<file path="src/f2p_pkg.sv">
// Shared types and constants for the float-to-PCM sample encoder.
// No dependencies; used by every module under src.
package f2p_pkg;

  // Output sample formats, as held in the format register
  typedef enum logic [2:0] {
    FMT_INT16LE   = 3'd0,
    FMT_INT16BE   = 3'd1,
    FMT_INT24LE   = 3'd2,
    FMT_INT24BE   = 3'd3,
    FMT_INT32LE   = 3'd4,
    FMT_INT32BE   = 3'd5,
    FMT_FLOAT32LE = 3'd6,
    FMT_FLOAT32BE = 3'd7
  } fmt_e;

  // Full-scale values 2^(N-1)-1
  localparam logic [30:0] MAX_INT16 = 31'h0000_7fff;
  localparam logic [30:0] MAX_INT24 = 31'h007f_ffff;
  localparam logic [30:0] MAX_INT32 = 31'h7fff_ffff;

  // Right shift that takes the scaled mantissa to the integer point
  localparam logic [7:0] SHIFT_BIAS   = 8'd150;
  localparam logic [7:0] SHIFT_SUBNRM = 8'd149;
  localparam logic [7:0] EXP_ONE      = 8'd127;

  // Fields common to every stage
  typedef struct packed {
    fmt_e        fmt;
    logic        last;
    logic [31:0] bits;   // raw sample, kept for float pass-through
    logic        sign;
    logic        nan;
    logic        big;    // |x| >= 1 or infinite: clamps to full scale
    logic [7:0]  shamt;
    logic [30:0] maxv;
  } f2p_ctl_t;

  typedef struct packed {
    f2p_ctl_t    ctl;
    logic [23:0] mant;
  } f2p_dec_t;

  typedef struct packed {
    f2p_ctl_t    ctl;
    logic [54:0] prod;
  } f2p_mul_t;

  typedef struct packed {
    f2p_ctl_t    ctl;
    logic [31:0] mag;
  } f2p_rnd_t;

endpackage

</file>
<file path="src/float_to_pcm_sample_encoder.sv">
// Float32 to PCM sample encoder, top level. Depends on f2p_pkg and all f2p_* stages.
// Five register stages (decode, multiply, 53-bit round, integer round, pack), the first
// loaded at the accept edge. Throughput one item per cycle unless the output stalls;
// each stage moves on when the next can take it, so a stall at the output backs up
// without loss or repeat.
// Reset clears all stage valid bits and sets the format register to int16LE.
module float_to_pcm_sample_encoder (
  input  logic        clk_i,
  input  logic        rst_ni,
  input  logic        cfg_we_i,
  input  logic [2:0]  cfg_wdata_i,        // sample_format
  input  logic        s_axis_tvalid_i,
  output logic        s_axis_tready_o,
  input  logic [31:0] s_axis_tdata_i,     // [31:0] float_sample_bits
  input  logic        s_axis_tlast_i,     // last_sample
  output logic        m_axis_tvalid_o,
  input  logic        m_axis_tready_i,
  output logic [31:0] m_axis_tdata_o,     // [31:0] pcm_word
  output logic        m_axis_tlast_o      // last_out
);

  f2p_pkg::fmt_e     fmt_q;
  f2p_pkg::fmt_e     out_fmt;
  f2p_pkg::f2p_dec_t dec_data;
  f2p_pkg::f2p_mul_t mul_data;
  f2p_pkg::f2p_rnd_t rnd_data;
  logic dec_valid, dec_ready, mul_valid, mul_ready, rnd_valid, rnd_ready;

  // Format register
  always_ff @(posedge clk_i or negedge rst_ni) begin
    if (!rst_ni) begin
      fmt_q <= f2p_pkg::FMT_INT16LE;
    end else if (cfg_we_i) begin
      fmt_q <= f2p_pkg::fmt_e'(cfg_wdata_i);
    end
  end

  f2p_decode u_decode (
    .clk_i, .rst_ni,
    .valid_i (s_axis_tvalid_i), .ready_o (s_axis_tready_o),
    .bits_i  (s_axis_tdata_i),  .last_i  (s_axis_tlast_i), .fmt_i (fmt_q),
    .valid_o (dec_valid), .ready_i (dec_ready), .data_o (dec_data)
  );

  f2p_mul u_mul (
    .clk_i, .rst_ni,
    .valid_i (dec_valid), .ready_o (dec_ready), .data_i (dec_data),
    .valid_o (mul_valid), .ready_i (mul_ready), .data_o (mul_data)
  );

  f2p_round u_round (
    .clk_i, .rst_ni,
    .valid_i (mul_valid), .ready_o (mul_ready), .data_i (mul_data),
    .valid_o (rnd_valid), .ready_i (rnd_ready), .data_o (rnd_data)
  );

  f2p_pack u_pack (
    .clk_i, .rst_ni,
    .valid_i (rnd_valid), .ready_o (rnd_ready), .data_i (rnd_data),
    .valid_o (m_axis_tvalid_o), .ready_i (m_axis_tready_i),
    .word_o  (m_axis_tdata_o),  .last_o (m_axis_tlast_o), .fmt_o (out_fmt)
  );

  // Input back-pressure only comes from a full pipe behind a stalled output
  a_full_pipe: assert property (@(posedge clk_i) disable iff (!rst_ni)
    !s_axis_tready_o |-> (m_axis_tvalid_o && !m_axis_tready_i))
    else $error("input stalled without output stall");

  // 16-bit formats leave the upper bytes zero
  a_int16_upper: assert property (@(posedge clk_i) disable iff (!rst_ni)
    (m_axis_tvalid_o && (out_fmt == f2p_pkg::FMT_INT16LE ||
                         out_fmt == f2p_pkg::FMT_INT16BE))
    |-> (m_axis_tdata_o[31:16] == 16'd0))
    else $error("int16 word has nonzero upper bytes");

  // 24-bit formats leave the top byte zero
  a_int24_upper: assert property (@(posedge clk_i) disable iff (!rst_ni)
    (m_axis_tvalid_o && (out_fmt == f2p_pkg::FMT_INT24LE ||
                         out_fmt == f2p_pkg::FMT_INT24BE))
    |-> (m_axis_tdata_o[31:24] == 8'd0))
    else $error("int24 word has nonzero top byte");

endmodule

</file>
<file path="src/f2p_decode.sv">
// Input stage: splits the float sample into mantissa, shift and flags.
// Depends on f2p_pkg.
module f2p_decode (
  input  logic                  clk_i,
  input  logic                  rst_ni,
  input  logic                  valid_i,
  output logic                  ready_o,
  input  logic [31:0]           bits_i,
  input  logic                  last_i,
  input  f2p_pkg::fmt_e         fmt_i,
  output logic                  valid_o,
  input  logic                  ready_i,
  output f2p_pkg::f2p_dec_t     data_o
);

  logic              valid_q;
  f2p_pkg::f2p_dec_t data_d, data_q;
  logic [7:0]        expo;
  logic [22:0]       frac;

  assign ready_o = !valid_q || ready_i;
  assign expo    = bits_i[30:23];
  assign frac    = bits_i[22:0];

  // Field decode and full-scale select
  always_comb begin
    data_d.ctl.fmt  = fmt_i;
    data_d.ctl.last = last_i;
    data_d.ctl.bits = bits_i;
    data_d.ctl.sign = bits_i[31];
    data_d.ctl.nan  = (expo == 8'hff) && (frac != 23'd0);
    data_d.ctl.big  = (expo >= f2p_pkg::EXP_ONE);
    if (expo == 8'd0) begin
      data_d.mant      = {1'b0, frac};
      data_d.ctl.shamt = f2p_pkg::SHIFT_SUBNRM;
    end else begin
      data_d.mant      = {1'b1, frac};
      data_d.ctl.shamt = f2p_pkg::SHIFT_BIAS - expo;
    end
    unique case (fmt_i)
      f2p_pkg::FMT_INT16LE, f2p_pkg::FMT_INT16BE: data_d.ctl.maxv = f2p_pkg::MAX_INT16;
      f2p_pkg::FMT_INT24LE, f2p_pkg::FMT_INT24BE: data_d.ctl.maxv = f2p_pkg::MAX_INT24;
      default:                                    data_d.ctl.maxv = f2p_pkg::MAX_INT32;
    endcase
  end

  always_ff @(posedge clk_i or negedge rst_ni) begin
    if (!rst_ni) begin
      valid_q <= 1'b0;
    end else if (ready_o) begin
      valid_q <= valid_i;
    end
  end

  always_ff @(posedge clk_i) begin
    if (ready_o && valid_i) begin
      data_q <= data_d;
    end
  end

  assign valid_o = valid_q;
  assign data_o  = data_q;

endmodule

</file>
<file path="src/f2p_mul.sv">
// Multiply stage: mantissa times full-scale value, exact 55-bit product.
// Depends on f2p_pkg.
module f2p_mul (
  input  logic              clk_i,
  input  logic              rst_ni,
  input  logic              valid_i,
  output logic              ready_o,
  input  f2p_pkg::f2p_dec_t data_i,
  output logic              valid_o,
  input  logic              ready_i,
  output f2p_pkg::f2p_mul_t data_o
);

  logic              valid_q;
  f2p_pkg::f2p_mul_t data_q;

  assign ready_o = !valid_q || ready_i;

  always_ff @(posedge clk_i or negedge rst_ni) begin
    if (!rst_ni) begin
      valid_q <= 1'b0;
    end else if (ready_o) begin
      valid_q <= valid_i;
    end
  end

  // 24 x 31 unsigned product
  always_ff @(posedge clk_i) begin
    if (ready_o && valid_i) begin
      data_q.ctl  <= data_i.ctl;
      data_q.prod <= 55'(data_i.mant) * 55'(data_i.ctl.maxv);
    end
  end

  assign valid_o = valid_q;
  assign data_o  = data_q;

endmodule

</file>
<file path="src/f2p_round.sv">
// Two rounding stages: product to 53 significant bits (double precision),
// then shift to the integer point with round half to even. Depends on f2p_pkg.
module f2p_round (
  input  logic              clk_i,
  input  logic              rst_ni,
  input  logic              valid_i,
  output logic              ready_o,
  input  f2p_pkg::f2p_mul_t data_i,
  output logic              valid_o,
  input  logic              ready_i,
  output f2p_pkg::f2p_rnd_t data_o
);

  // Stage A: 53-bit rounding
  logic              va_q;
  logic              ready_a;
  f2p_pkg::f2p_ctl_t ctl_a_q;
  logic [55:0]       p_a_d, p_a_q;
  logic [53:0]       keep2;
  logic [54:0]       keep1;

  // Stage B: integer rounding
  logic              vb_q;
  logic              ready_b;
  f2p_pkg::f2p_rnd_t data_b_d, data_b_q;
  logic [63:0]       x;
  logic [63:0]       q;
  logic [63:0]       r;
  logic [6:0]        lsh;
  logic              rnd_up;

  assign ready_b = !vb_q || ready_i;
  assign ready_a = !va_q || ready_b;
  assign ready_o = ready_a;

  // Drop one or two low bits when the product exceeds 53 bits
  always_comb begin
    keep2 = {1'b0, data_i.prod[54:2]} + 54'(data_i.prod[1] &
            (data_i.prod[0] | data_i.prod[2]));
    keep1 = {1'b0, data_i.prod[54:1]} + 55'(data_i.prod[0] & data_i.prod[1]);
    if (data_i.prod[54]) begin
      p_a_d = {keep2, 2'b00};
    end else if (data_i.prod[53]) begin
      p_a_d = {keep1, 1'b0};
    end else begin
      p_a_d = {1'b0, data_i.prod};
    end
  end

  always_ff @(posedge clk_i or negedge rst_ni) begin
    if (!rst_ni) begin
      va_q <= 1'b0;
    end else if (ready_a) begin
      va_q <= valid_i;
    end
  end

  always_ff @(posedge clk_i) begin
    if (ready_a && valid_i) begin
      ctl_a_q <= data_i.ctl;
      p_a_q   <= p_a_d;
    end
  end

  // Shift right to the integer point, guard and sticky from the shifted-out bits
  always_comb begin
    x      = {8'd0, p_a_q};
    lsh    = 7'd64 - {1'b0, ctl_a_q.shamt[5:0]};
    q      = x >> ctl_a_q.shamt[5:0];
    r      = x << lsh;
    rnd_up = r[63] & ((|r[62:0]) | q[0]);
    data_b_d.ctl = ctl_a_q;
    if (ctl_a_q.shamt >= 8'd64) begin
      data_b_d.mag = 32'd0;
    end else begin
      data_b_d.mag = q[31:0] + 32'(rnd_up);
    end
  end

  always_ff @(posedge clk_i or negedge rst_ni) begin
    if (!rst_ni) begin
      vb_q <= 1'b0;
    end else if (ready_b) begin
      vb_q <= va_q;
    end
  end

  always_ff @(posedge clk_i) begin
    if (ready_b && va_q) begin
      data_b_q <= data_b_d;
    end
  end

  assign valid_o = vb_q;
  assign data_o  = data_b_q;

endmodule

</file>
<file path="src/f2p_pack.sv">
// Output stage: clamp, sign, byte ordering and the output register.
// Depends on f2p_pkg.
module f2p_pack (
  input  logic              clk_i,
  input  logic              rst_ni,
  input  logic              valid_i,
  output logic              ready_o,
  input  f2p_pkg::f2p_rnd_t data_i,
  output logic              valid_o,
  input  logic              ready_i,
  output logic [31:0]       word_o,
  output logic              last_o,
  output f2p_pkg::fmt_e     fmt_o
);

  logic          valid_q;
  logic [31:0]   word_d, word_q;
  logic          last_q;
  f2p_pkg::fmt_e fmt_q;
  logic [31:0]   mag;
  logic [31:0]   val;

  assign ready_o = !valid_q || ready_i;

  // Clamp, apply sign, order bytes
  always_comb begin
    if (data_i.ctl.nan) begin
      mag = 32'd0;
    end else if (data_i.ctl.big) begin
      mag = {1'b0, data_i.ctl.maxv};
    end else begin
      mag = data_i.mag;
    end
    val = data_i.ctl.sign ? (32'd0 - mag) : mag;
    unique case (data_i.ctl.fmt)
      f2p_pkg::FMT_INT16LE:   word_d = {16'd0, val[15:0]};
      f2p_pkg::FMT_INT16BE:   word_d = {16'd0, val[7:0], val[15:8]};
      f2p_pkg::FMT_INT24LE:   word_d = {8'd0, val[23:0]};
      f2p_pkg::FMT_INT24BE:   word_d = {8'd0, val[7:0], val[15:8], val[23:16]};
      f2p_pkg::FMT_INT32LE:   word_d = val;
      f2p_pkg::FMT_INT32BE:   word_d = {val[7:0], val[15:8], val[23:16], val[31:24]};
      f2p_pkg::FMT_FLOAT32LE: word_d = data_i.ctl.bits;
      default: word_d = {data_i.ctl.bits[7:0], data_i.ctl.bits[15:8],
                         data_i.ctl.bits[23:16], data_i.ctl.bits[31:24]};
    endcase
  end

  always_ff @(posedge clk_i or negedge rst_ni) begin
    if (!rst_ni) begin
      valid_q <= 1'b0;
    end else if (ready_o) begin
      valid_q <= valid_i;
    end
  end

  always_ff @(posedge clk_i) begin
    if (ready_o && valid_i) begin
      word_q <= word_d;
      last_q <= data_i.ctl.last;
      fmt_q  <= data_i.ctl.fmt;
    end
  end

  assign valid_o = valid_q;
  assign word_o  = word_q;
  assign last_o  = last_q;
  assign fmt_o   = fmt_q;

endmodule

</file>
<file path="config.mk">
export PLATFORM = sky130hd
export DESIGN_NAME = float_to_pcm_sample_encoder
export DESIGN_NICKNAME = d
export VERILOG_FILES = /design/src/f2p_pkg.sv /design/src/float_to_pcm_sample_encoder.sv /design/src/f2p_decode.sv /design/src/f2p_mul.sv /design/src/f2p_round.sv /design/src/f2p_pack.sv
export SDC_FILE = /design/constraint.sdc
export NUM_CORES = 2
export LEC_CHECK = 0
export CAP_MARGIN = 20
export CORE_MARGIN = 4
export CORE_UTILIZATION = 50
export DETAILED_ROUTE_END_ITERATION = 8
export DONT_BUFFER_PORTS = 1
export PLACE_DENSITY_LB_ADDON = 0.3
export REMOVE_ABC_BUFFERS = 1
export SKIP_CTS_REPAIR_TIMING = 1
export SLEW_MARGIN = 20
export SYNTH_ARGS = -nofsm -noshare
export SYNTH_HDL_FRONTEND = slang
export SYNTH_SLANG_ARGS = --single-unit
</file>
<file path="constraint.sdc">
create_clock -name clk_i -period 11 [get_ports clk_i]
set_clock_uncertainty 0.05 [all_clocks]
set_input_delay 0.55 -clock clk_i [delete_from_list [all_inputs] [get_ports clk_i]]
set_output_delay 0.55 -clock clk_i [all_outputs]
set_load 0.005 [all_outputs]
</file>
Word-level counts from Yosys, hierarchy flattened
Index checks and enable logic that the tools add are counted.
{"block": "word_totals", "reg_bits": 512, "out_inout_bits": 35}
{"block": "op_classes", "bitwise_logic": 5, "shifts": 2, "order_cmp": 2, "mul": 1, "n_eq_ne": 10, "n_reduce_logical": 24, "add_sub_neg": 6, "n_mux": 8}
{"op": "$pmux 32 s7", "n": 1}
{"op": "$mux 56", "n": 2}
{"op": "$mux 32", "n": 3}
{"op": "$shl 56x7->64", "n": 1}
{"op": "$reduce_or 63->1", "n": 1}
{"op": "$pmux 31 s2", "n": 1}
{"op": "$shr 56x6->32", "n": 1}
{"op": "$add 54x55->55", "n": 1}
{"op": "$mul 24x31->55", "n": 1}
{"op": "$add 53x54->54", "n": 1}
{"op": "$and 1x54->54", "n": 1}
{"op": "$add 32x1->32", "n": 1}
{"op": "$sub 1x32->32 const A", "n": 1}
{"op": "$mux 24", "n": 1}
{"op": "$reduce_bool 23->1", "n": 1}
{"op": "$ge 8x7->1 const B", "n": 2}
{"op": "$eq 3x2->1 const B", "n": 4}
{"op": "$eq 3x3->1 const B", "n": 3}
{"op": "$eq 8x8->1 const B", "n": 1}
{"op": "$logic_not 8->1", "n": 1}
{"op": "$sub 8x8->8 const A", "n": 1}
{"op": "$sub 7x6->7 const A", "n": 1}
{"op": "$eq 3x1->1 const B", "n": 2}
{"op": "$logic_and 1x1->1", "n": 6}
{"op": "6 further kinds", "n": 19}

Depth between registers and ports, before layout
{"block": "logic_depth", "depth_word": 7, "depth_mapped": 27, "depth_no_buf": 25}

By module
Synthesis repeated with hierarchy kept, for this count alone.
{"block": "hier_totals", "hier_cells": 5123, "area_unflattened_um2": 51653.3}
{"module": "f2p_mul", "n_inst": 1, "cells_each": 2922, "area_per_inst_um2": 28310.9}
{"module": "f2p_round", "n_inst": 1, "cells_each": 1468, "area_per_inst_um2": 16779.8}
{"module": "f2p_pack", "n_inst": 1, "cells_each": 583, "area_per_inst_um2": 4299.1}
{"module": "f2p_decode", "n_inst": 1, "cells_each": 144, "area_per_inst_um2": 2154.6}
{"module": "float_to_pcm_sample_encoder", "n_inst": 1, "cells_each": 6, "area_per_inst_um2": 108.9}

Worst setup path before layout
OpenSTA, ideal clock, no wires.
{"block": "synth_timing", "kind": "reg-to-reg", "startpoint": "reg u_decode.data_q (netlist bit u_decode.data_o[21])", "endpoint": "reg u_mul.data_q (netlist bit u_mul.data_o[54]) (data pin)", "t_arrival_ns": 7.125, "required_ns": 10.793, "stages_incl_launch_ff": 25, "synth_period_minus_slack_ns": 7.332, "path_slack_ns": 3.668, "setup_time_ns": 0.157, "cell_sequence": "edfxtp_1 fa_1 inv_1 fa_1 inv_1 fa_1 inv_1 fa_1 inv_1 fa_1 fa_1 inv_1 fa_1 inv_1 ha_1 clkbuf_1 and3_1 and2_1 a2111o_1 a211oi_1 a21oi_1 a21oi_1 o21ai_0 and4_1 nor3_1"}
{"block": "synth_via", "elab_chain_len": 1}
{"element": "start: declaration", "line_no": "f2p_decode.sv:17", "rtl": "f2p_pkg::f2p_dec_t data_d, data_q;"}
{"element": "start signal: assignment", "line_no": "f2p_decode.sv:57", "rtl": "data_q <= data_d;"}
{"element": "$mul 24x31->55", "line_no": "f2p_mul.sv:31", "rtl": "data_q.prod <= 55'(data_i.mant) * 55'(data_i.ctl.maxv);"}
{"element": "end: declaration", "line_no": "f2p_mul.sv:15", "rtl": "f2p_pkg::f2p_mul_t data_q;"}
Every way passes these cells.
A chain may end at the register's enable or synchronous reset.

Worst setup path after layout
{"block": "layout_timing", "startpoint": "reg u_decode.data_q (netlist bit u_decode.data_o[46])", "endpoint": "reg u_mul.data_q (netlist bit u_mul.data_o[54]) (data pin)"}
Same word-level chain as after synthesis.

==> run summary <==
Crit-path cells: nand2_1 -> fa_1 -> inv_1 -> fa_1 -> fa_1 -> fa_1 -> fa_1 -> fa_1 -> inv_1 -> fa_1 -> inv_1 -> ha_1 -> and3_1 -> nand4_1 -> nor3_1 -> o311ai_0 -> a21oi_1 -> a21oi_1 -> o21ai_0 -> and4_1 -> nor3_1
DRC: 0
Worst-margin pin slew: 0.995 ns
Critical path buffers and inverters: 3
Vias in the first global route: 26331
Setup crit start kind: flop
Initial antenna violation count: 2
Total grt overflow: 0
Status: complete, no violations
Antenna Nets Post-Route: 0
Commonest non-fill, non-tap cell in the layout: inv_1
Area Growth Syn to Fin: 4.64%
Max Freq: 0.119 GHz
Req. time, crit path: 11.24 ns
CTS tree: built
Gpl congestion: 0.961
Synth unique cells: 110
Post-route minimum period: 8.41 ns
Initial DRC count: 2741
PortBufs: 0
Most common cell on crit path: fa_1
Maximum buffer depth of the clock tree: 3
Setup TNS Final: 0 ns
H-Tree Depth: 2
Most frequent cells in the layout: 527 x inv_1, 397 x fa_1, 360 x edfxtp_1
RSZ-0062 raised after global routing: no
Crit path DAT: 8.66 ns
HPWL Detailed: 76600 um
Prevailing post-synth register cell: edfxtp_1
I/O pin count: 76
Layout cells sized above 1: 8.32%
Num CTS Buffers: 38
Tightest Hold Check Type: in2reg
Number of nets in the layout: 4027
Slew HR: 33.7%
Die area: 79900 sq um
Slowest-stage cell, CP: edfxtp_1
Final critical-path share of the clock period: 76.5%
DIE HEIGHT: 283 um
GRT Util Overall: 24.1%
Async SR Flop Fraction: 2.17%
Fin. Hold Viols: 0
Pin count of the biggest net entering global routing: 79
Clock transition at path regs: 0.07 ns
Number of enable flip-flop cells after synthesis: 360
Synth Warn #: 0
Root buf cell: clkbuf_16
Die width: 283 um
Post-synthesis sequential area ratio: 29.2%
Critical path type: reg2reg
CP max FO: 25
WL per Instance: 21.9 um
Reg2reg setup slack: 2.59 ns
Initial Utilization: 50.6%
Setup violators final: 0
#FFs+latches synth: 368
Drt pass-1 iters: 6
Met3 wire len: 6860 um
Critical Path Sink Type: flop
Met1 Wirelength: 38300 um
Mapped Area: 37700 sq um
Latest clock arrival within the worst-skew pair: 0.57 ns
Post-Syn Instances: 3485
Cell family with most CP delay: adder cells
Core outline area: 74600 sq um
Fin. max-slew vios: 0
First-pass GRT wire length: 150000 um
Maxcap violations: 0
Syn avg cell area: 10.8 sq um
Vias: 26754
CP peak stage delay: 0.95 ns
Final WL: 96500 um
Clk sinks: 368
Vias per cell: 6.09
Met2 wire length: 48000 um
Max layer used: met5
FP Rows: 100
## cell type report
cell class | instances | area, sq um
fill | 6573 | 35100
multi-input combinational | 2424 | 23700
sequential | 368 | 11000
inverter | 532 | 2000
tap | 969 | 1210
clock buffer | 44 | 973
clock inverter | 25 | 275
timing repair buffer | 33 | 253
antenna | 1 | 2.50
## state kept, by name, summed over array words and instances (netlist names)
signal / count
u_mul.data_o: 102
u_round.data_o: 72
u_round.p_a_q: 56
u_decode.data_o: 49
u_round.ctl_a_q: 48
u_pack.word_o: 32
fmt_q: 3
u_decode.valid_o: 1
u_mul.valid_o: 1
u_pack.last_o: 1
u_pack.valid_o: 1
u_round.va_q: 1
u_round.valid_o: 1
## cells by family (layout without fill, tap and decap cells)
group / after synthesis / after routing / synth area share (%)
AND/OR/NAND/NOR: 824 / 824 / 11.0
buffers and inverters: 693 / 634 / 7.95
AO/OA/AOI/OAI: 639 / 639 / 11.4
adder cells (fa/ha/maj): 589 / 589 / 27.4
flip-flops: 368 / 368 / 29.2
multiplexers: 214 / 214 / 9.30
XOR/XNOR: 158 / 158 / 3.67
other: 0 / 1 / 0
## path summary, 6_finish.rpt
kind | start | end | cells after the start
worst max-delay path | u_decode.data_o[46] | u_mul.data_o[54] | 21
worst min-delay path | s_axis_tdata_i[15] | u_decode.data_o[15] | 0
worst max register to register | u_decode.data_o[46] | u_mul.data_o[54] | 21
worst min register to register | u_round.ctl_a_q[77] | u_round.data_o[109] | 0
max in group asynchronous | rst_ni | u_round.va_q | 1
min in group asynchronous | rst_ni | fmt_q[2] | 1
## synth_stat cells (all sizes together) (24+ instances only)
cell / number / share of area, %
fa: 397 / 21
a31oi: 32 / 0.53
inv: 529 / 5.3
nor4: 27 / 0.54
nand2b: 31 / 0.51
o211ai: 25 / 0.51
o21bai: 25 / 0.50
o22ai: 28 / 0.46
and3: 32 / 0.53
and2: 45 / 0.75
nand2: 224 / 2.3
o31ai: 24 / 0.48
o21ai: 110 / 1.5
a21oi: 157 / 2.1
a211oi: 36 / 0.72
nor2: 195 / 1.9
mux2i: 63 / 1.7
a21o: 31 / 0.62
or2: 26 / 0.43
clkbuf: 99 / 1.4
buf: 60 / 1.2
mux2: 53 / 1.6
nand3: 66 / 0.88
xor2: 41 / 0.95
edfxtp: 360 / 29
xnor2: 117 / 2.7
mux4: 98 / 6.0
nor3: 54 / 0.72
ha: 192 / 6.4
nand4: 33 / 0.55
## layer usage
metal / track usage (%) / up-vias
met5: 0 / -
met4: 7.65 / 2
met3: 3.35 / 201
met2: 40.8 / 1084
met1: 32.5 / 13368
li1: - / 12099
## worst register-to-register path, cell delays in order, from the launching register on
cell and delay (ns):
edfxtp_1 0.95, nand2_1 0.30, fa_1 0.75, inv_1 0.15, fa_1 0.58, fa_1 0.46, fa_1 0.58, fa_1 0.45
fa_1 0.54, inv_1 0.05, fa_1 0.52, inv_1 0.04, ha_1 0.40, and3_1 0.27, nand4_1 0.22, nor3_1 0.25
o311ai_0 0.32, a21oi_1 0.35, a21oi_1 0.17, o21ai_0 0.44, and4_1 0.26, nor3_1 0.05
## stage by stage
| stage | instances | area [sq um] | worst slack [ns] | hold slack, ns | utilization [%] |
|---|---|---|---|---|---|
| 2_1_floorplan | 3324 | 36700 | 2.13 | 0.204 | - |
| 3_3_place_gp | 4324 | 38200 | 2.91 | 0.205 | 51.2 |
| 3_5_place_dp | 4324 | 38200 | 2.72 | 0.205 | 51.2 |
| 4_1_cts | 4393 | 39400 | 2.68 | -0.384 | 52.9 |
| 5_1_grt | 4395 | 39500 | 2.04 | 0.0122 | 52.9 |
| 6_report | 4396 | 39500 | 2.59 | 0.0344 | 52.9 |
Power is not shown: default switching activity piles up to over one toggle a cycle in this logic, so the estimate is an artifact.
